[src/leb128_pkg.sv]
// ----------------------------------------------------------------------------
// leb128_pkg
// Types shared by the LEB128 stream decoder: word layouts and status codes.
// ----------------------------------------------------------------------------
package leb128_pkg;

  typedef enum logic [1:0] {
    STAT_OK      = 2'd0,
    STAT_TRUNC   = 2'd1,
    STAT_TOO_BIG = 2'd2
  } status_t;

  typedef struct packed {
    logic [7:0] data_byte;
    logic       is_signed;
    logic       last_available;
  } in_word_t;

  typedef struct packed {
    logic [63:0] value;
    logic [7:0]  byte_count;
    status_t     status;
  } out_word_t;

endpackage

[src/leb128_stream_decoder_unit.sv]
// ----------------------------------------------------------------------------
// leb128_stream_decoder_unit
// Streaming ULEB128 / SLEB128 decoder, one byte per word, one result per
// finished value, truncation or overflow.
// ----------------------------------------------------------------------------
// Channel  Dir  Handshake              Payload
// in       in   in_valid / in_ready    in_data  (in_word_t)
// out      out  out_valid / out_ready  out_data (out_word_t)
//
// One byte is accepted per cycle while in_ready is high; its result is
// registered into out, or into the skid while out holds an untaken word.
// A two-entry output (result register plus skid) lets bytes keep flowing
// while a result waits; in_ready drops only when both hold. Synchronous
// active-low reset returns the decoder to idle and empties the output.
// ----------------------------------------------------------------------------
module leb128_stream_decoder_unit #(
  parameter int VALUE_BITS = 64
) (
  input  logic                  clk,
  input  logic                  rst_n,
  input  logic                  in_valid,
  output logic                  in_ready,
  input  leb128_pkg::in_word_t  in_data,
  output logic                  out_valid,
  input  logic                  out_ready,
  output leb128_pkg::out_word_t out_data
);
  import leb128_pkg::*;

  localparam int         VB   = VALUE_BITS;
  localparam logic [8:0] VB9  = 9'(VALUE_BITS);

  logic [VB-1:0] acc_r, acc_nxt;
  logic [7:0]    sh_r, sh_nxt;
  logic [7:0]    cnt_r, cnt_nxt;
  logic          sgn_r, sgn_nxt;
  logic          in_value_r, in_value_nxt;

  out_word_t     out_r, out_nxt, skid_r, skid_nxt;
  logic          out_vld_r, out_vld_nxt, skid_vld_r, skid_vld_nxt;

  logic          accept, res_vld;
  out_word_t     res;

  logic          sgn, neg, too_big, cont;
  logic [6:0]    slice;
  logic [7:0]    sh_new, cnt_new, rem_bits, p;
  logic [8:0]    sh_end;
  logic [6:0]    upper;
  logic [VB+6:0] placed;
  logic [VB-1:0] acc_new, fill, v;
  logic [63:0]   v_ext;

  assign in_ready  = !skid_vld_r;
  assign accept    = in_valid && in_ready;
  assign out_valid = out_vld_r;
  assign out_data  = out_r;

  always_comb begin
    sgn      = in_value_r ? sgn_r : in_data.is_signed;
    slice    = in_data.data_byte[6:0];
    cont     = in_data.data_byte[7];
    neg      = acc_r[VB-1];
    sh_end   = {1'b0, sh_r} + 9'd7;
    rem_bits = 8'(VB9 - {1'b0, sh_r});
    p        = rem_bits - 8'd1;
    upper    = slice >> p;
    too_big  = 1'b0;
    if ({1'b0, sh_r} >= VB9) begin
      if (sgn) begin
        too_big = slice != (neg ? 7'h7f : 7'h00);
      end else begin
        too_big = slice != 7'h00;
      end
    end else if (sh_end > VB9) begin
      if (sgn) begin
        too_big = (upper != 7'h00) && (upper != (7'h7f >> p));
      end else begin
        too_big = (slice >> rem_bits) != 7'h00;
      end
    end

    placed  = (VB + 7)'(slice) << sh_r;
    acc_new = acc_r;
    if ({1'b0, sh_r} < VB9) begin
      acc_new = acc_r | placed[VB-1:0];
    end
    sh_new  = ({1'b0, sh_r} < VB9 + 9'd8) ? sh_r + 8'd7 : sh_r;
    cnt_new = (cnt_r != 8'hff) ? cnt_r + 8'd1 : cnt_r;

    fill = {VB{1'b1}} << sh_new;
    v    = acc_new;
    if (sgn && ({1'b0, sh_new} < VB9) && in_data.data_byte[6]) begin
      v = v | fill;
    end
    v_ext = 64'(v);
    if (sgn && v[VB-1]) begin
      v_ext = v_ext | ~64'({VB{1'b1}});
    end

    res_vld = 1'b0;
    res     = '{value: 64'd0, byte_count: cnt_new, status: STAT_OK};
    if (too_big) begin
      res_vld = 1'b1;
      res     = '{value: 64'd0, byte_count: cnt_r, status: STAT_TOO_BIG};
    end else if (cont) begin
      if (in_data.last_available) begin
        res_vld = 1'b1;
        res     = '{value: 64'd0, byte_count: cnt_new, status: STAT_TRUNC};
      end
    end else begin
      res_vld = 1'b1;
      res     = '{value: v_ext, byte_count: cnt_new, status: STAT_OK};
    end

    acc_nxt      = acc_r;
    sh_nxt       = sh_r;
    cnt_nxt      = cnt_r;
    sgn_nxt      = sgn_r;
    in_value_nxt = in_value_r;
    if (accept) begin
      if (res_vld) begin
        acc_nxt      = '0;
        sh_nxt       = 8'd0;
        cnt_nxt      = 8'd0;
        sgn_nxt      = 1'b0;
        in_value_nxt = 1'b0;
      end else begin
        acc_nxt      = acc_new;
        sh_nxt       = sh_new;
        cnt_nxt      = cnt_new;
        sgn_nxt      = sgn;
        in_value_nxt = 1'b1;
      end
    end

    out_nxt      = out_r;
    out_vld_nxt  = out_vld_r;
    skid_nxt     = skid_r;
    skid_vld_nxt = skid_vld_r;
    if (out_vld_r && out_ready) begin
      out_vld_nxt = 1'b0;
    end
    if (skid_vld_r) begin
      if (out_ready) begin
        out_nxt      = skid_r;
        out_vld_nxt  = 1'b1;
        skid_vld_nxt = 1'b0;
      end
    end else if (accept && res_vld) begin
      if (!out_vld_r || out_ready) begin
        out_nxt     = res;
        out_vld_nxt = 1'b1;
      end else begin
        skid_nxt     = res;
        skid_vld_nxt = 1'b1;
      end
    end
  end

  always_ff @(posedge clk) begin
    if (!rst_n) begin
      acc_r      <= '0;
      sh_r       <= 8'd0;
      cnt_r      <= 8'd0;
      sgn_r      <= 1'b0;
      in_value_r <= 1'b0;
      out_vld_r  <= 1'b0;
      skid_vld_r <= 1'b0;
    end else begin
      acc_r      <= acc_nxt;
      sh_r       <= sh_nxt;
      cnt_r      <= cnt_nxt;
      sgn_r      <= sgn_nxt;
      in_value_r <= in_value_nxt;
      out_vld_r  <= out_vld_nxt;
      skid_vld_r <= skid_vld_nxt;
    end
  end

  always_ff @(posedge clk) begin
    out_r  <= out_nxt;
    skid_r <= skid_nxt;
  end

  a_skid_behind_out: assert property (@(posedge clk) disable iff (!rst_n)
    skid_vld_r |-> out_vld_r)
    else $error("skid holds a word while output is empty");

  a_idle_clear: assert property (@(posedge clk) disable iff (!rst_n)
    !in_value_r |-> (acc_r == '0) && (sh_r == 8'd0) && (cnt_r == 8'd0))
    else $error("idle decoder holds stale state");

  a_busy_shift: assert property (@(posedge clk) disable iff (!rst_n)
    in_value_r |-> (sh_r != 8'd0) && (cnt_r != 8'd0))
    else $error("open value with zero shift or count");

  a_err_zero: assert property (@(posedge clk) disable iff (!rst_n)
    out_vld_r && (out_r.status != STAT_OK) |-> out_r.value == 64'd0)
    else $error("error result carries a nonzero value");

  a_result_lands: assert property (@(posedge clk) disable iff (!rst_n)
    accept && res_vld && !skid_vld_r |=> out_vld_r)
    else $error("finished value not delivered to output");

endmodule

[config.mk]
export PLATFORM = sky130hd
export DESIGN_NAME = leb128_stream_decoder_unit
export DESIGN_NICKNAME = d
export VERILOG_FILES = /design/src/leb128_pkg.sv /design/src/leb128_stream_decoder_unit.sv
export SDC_FILE = /design/constraint.sdc
export NUM_CORES = 1
export LEC_CHECK = 0
export BUFFER_PORTS_ARGS = -buffer_cell sky130_fd_sc_hd__buf_2
export CORE_ASPECT_RATIO = 1.4
export CORE_UTILIZATION = 55
export CTS_CLUSTER_SIZE = 8
export DETAILED_ROUTE_END_ITERATION = 10
export GPL_TIMING_DRIVEN = 0
export PLACE_DENSITY = 0.74
export SYNTH_ARGS = -nofsm -noshare
export SYNTH_HDL_FRONTEND = slang
export SYNTH_SLANG_ARGS = --single-unit
export TNS_END_PERCENT = 5
[constraint.sdc]
create_clock -name clk -period 9.3 [get_ports clk]
set_input_delay 1.86 -clock clk [delete_from_list [all_inputs] [get_ports clk]]
set_output_delay 1.86 -clock clk [all_outputs]
set_load 0.02 [all_outputs]
==> results.toml <==
[floorplan]
num_rows = 63
die_y_um = 176
core_area_um2 = 21100
die_area_um2 = 22200
num_io_pins = 90
die_w_um = 126
initial_utilization_pct = 56.1

[synthesis]
post_synth_edffs = 148
synth_area_um2 = 11900
yosys_warnings = 0
ys.flop_type = "sky130_fd_sc_hd__edfxtp_1"
postSynthAreaPerCell_um2 = 9.69
syn_inst = 1224
ys_seq_elements = 232
postSynth.asyncResetShare_pct = 0
yosys.cell_types.count = 78
synth-seq-area-share_pct = 51.7
synth.net_count = 1241

[timing]
final_period_minus_worst_setup_slack_ns = 5.23
setup_viol = 0
rsz_0062_raised_after_global_routing = "no"
slew_viol_final = 0
worst_slew_pin_slew_ns = 1.12
setup-tns-final_ns = 0
fin_skew_ns = 0.0188
slew_headroom_pct = 24.8
timing.fmax_mhz = 191
period_share_pct = 56.2
finalHoldViolations = 0

[place]
numPortBuffers = 88
gp_congestion = 1.02
dp.final_hpwl_mm = 28.4
placedCellCount = 1575

[drt]
dr_total_vias = 10816
wl_mm = 39.7
drt-wirelength-per-cell_um = 24.2
first_iter_violations = 1141
drtPass1Iterations = 6
routed_via_density = 6.61
drcViolationCount = 0
ant_nets = 0

[global_route]
gr-usage-all-layers_pct = 35.9
global_route_overflow = 0
antenna_violations_before_repair = 0
pin_count_of_the_biggest_net_entering_global_routing = 57
global_route_wire_length_before_repair_mm = 60.0
first_global_vias = 10268

[clock_tree]
clock_insertion_delay_at_the_later_pin_of_the_skew_report_ns = 0.52
htree_num_levels = 2
post_cts_buffers = 0
cts_tree = "built"
max-clock-path-buffers = 3
cts.hold.buffers_added = 0
tritoncts_num_sinks = 232
tritoncts.num_buffers = 34
cts_resized = 0
clk_transition_reported_paths_ns = 0.06
root_buffer = "sky130_fd_sc_hd__clkbuf_16"

[setup_path]
critical_path.startpoint_type = "flip-flop"
cp.required_ns = 9.55
r2r_setup_slack_ns = 4.07
setup.worst_path.class = "reg2reg"
timing.critical_path.to_type = "flip-flop"
reg2reg_depth = 17
worst-endpoint-arrival_ns = 5.48
path_max_fanout = 33

[cells_and_area]
area_delta_synth_final_pct = 15.6
antenna_cells_inserted = 0
stdcell_count = 1636
nNetsFinal = 1369
fill_cells = 1796
drive_above_1_share_pct = 15.6

[power_and_ir_drop]
power_density_nw_per_um2 = 192
peakVddDrop_uv = 136
static-leakage-power_nw = 4.84

[outcome]
status = "completed"

[worst_hold_path]
hp-class = "reg2reg"
timing.hold.worst_path_depth = 2

[job]
timing.max_cap.violations = 0
-- cell usage after synthesis (all sizes together), types with 7 or more instances --
cell	count	share of area, %
a2111oi	13	1.0
edfxtp	148	37
o211ai	8	0.51
nor2	182	5.8
a31o	7	0.52
and2	10	0.53
mux2	26	2.5
a22oi	7	0.44
inv	12	0.38
mux2i	14	1.2
a31oi	35	1.8
a21o	7	0.44
nand3	24	1.0
a311oi	7	0.52
o22ai	8	0.42
dfxtp	84	14
or4	13	0.85
nor4	10	0.53
o21ai	53	2.2
o31ai	56	3.5
nor2b	9	0.47
clkbuf	77	2.4
a21oi	68	2.9
nand2b	11	0.58
a211oi	21	1.4
nor3	67	3.2
buf	27	1.5
nand2	118	3.7
or3	7	0.37
o21a	8	0.51
-- where the power goes --
group | internal [mW] | switching [mW]
clock network | 0.704 | 0.455
logic | 0.0932 | 0.235
registers | 1.14 | 0.00950
total | 1.93 | 0.700
-- routing by layer --
layer | GRT usage (%) | vias up | part of all wire [%]
met5 | 0 | - | 0
li1 | - | 4875 | -
met3 | 6.61 | 166 | 7.4
met4 | 24.4 | 0 | 7.1
met2 | 59.7 | 591 | 48
met1 | 42.3 | 5184 | 38
-- final cells by class --
type,count,area (µm²),area share [%]
multi-input cells,876,5240,38.2
clock inverters,2,28.8,0.210
plain buffers,104,465,3.39
well taps,260,325,2.37
repair buffers,92,515,3.76
flip-flops and latches,232,6130,44.7
inverters,12,45.0,0.329
clock buffers,58,962,7.02
-- cell families after synthesis --
kind of cell | synth area share [%]
AOI/OAI and AO/OA | 20.2
xor gates and xnor gates | 0.222
adders and majority gates | 0.317
buffers and inverters | 4.31
DFF | 51.7
muxes | 4.63
and+or+nand+nor | 18.7
-- state kept, by name (all words and copies together) (netlist names) --
signal,cells
cnt_r,8
sgn_r,1
sh_r,8
acc_r,64
in_value_r,1
skid_r,74
out_valid,1
out_data,74
skid_vld_r,1
-- worst max-delay path, stage by stage, from the launching register on --
cell and delay (ns):
sky130_fd_sc_hd__dfxtp_1 0.47, sky130_fd_sc_hd__clkbuf_1 0.44, sky130_fd_sc_hd__inv_1 0.26, sky130_fd_sc_hd__ha_1 0.44, sky130_fd_sc_hd__buf_6 0.16, sky130_fd_sc_hd__clkbuf_1 0.37, sky130_fd_sc_hd__nand2_1 0.18, sky130_fd_sc_hd__a21boi_0 0.24
sky130_fd_sc_hd__nor3_1 0.10, sky130_fd_sc_hd__o211a_1 0.29, sky130_fd_sc_hd__a211oi_4 0.46, sky130_fd_sc_hd__inv_2 0.12, sky130_fd_sc_hd__buf_6 0.16, sky130_fd_sc_hd__buf_2 0.18, sky130_fd_sc_hd__o31ai_1 0.38, sky130_fd_sc_hd__a21oi_4 0.22
sky130_fd_sc_hd__buf_12 0.24, sky130_fd_sc_hd__buf_12 0.19
-- path summary, 6_finish.rpt --
check | start | endpoint
hold reg to reg | sgn_r$_SDFFE_PN0P_ | sgn_r$_SDFFE_PN0P_
setup / recovery | sh_r[1]$_SDFFE_PN0P_ | out_data[44]$_DFFE_PP_
hold / removal | sgn_r$_SDFFE_PN0P_ | sgn_r$_SDFFE_PN0P_
setup reg to reg | sh_r[1]$_SDFFE_PN0P_ | out_data[44]$_DFFE_PP_
-- per-stage QoR --
step	util (%)	hold WS [ns]	total power [mW]	setup slack, ns	cell area, µm²
final	64.9	0.489	2.63	4.07	13700
after global routing	64.9	0.512	2.70	3.70	13700
after CTS	64.8	0.488	2.63	4.17	13700
after detailed placement	60.1	0.479	1.48	3.72	12700
after global placement	59.8	0.469	1.48	-0.191	12600
after floorplan	-	0.454	1.37	1.68	11900
-- cells in the final DEF (no fill, tap or decap), drive strengths merged, types with 35 or more instances in the layout --
master	netlist	final
nor2	182	182
edfxtp	148	148
clkbuf	77	136
nand2	118	118
buf	27	118
dfxtp	84	84
a21oi	68	68
nor3	67	67
o31ai	56	56
o21ai	53	53
a31oi	35	35
Power figures use the tool's default switching activity.
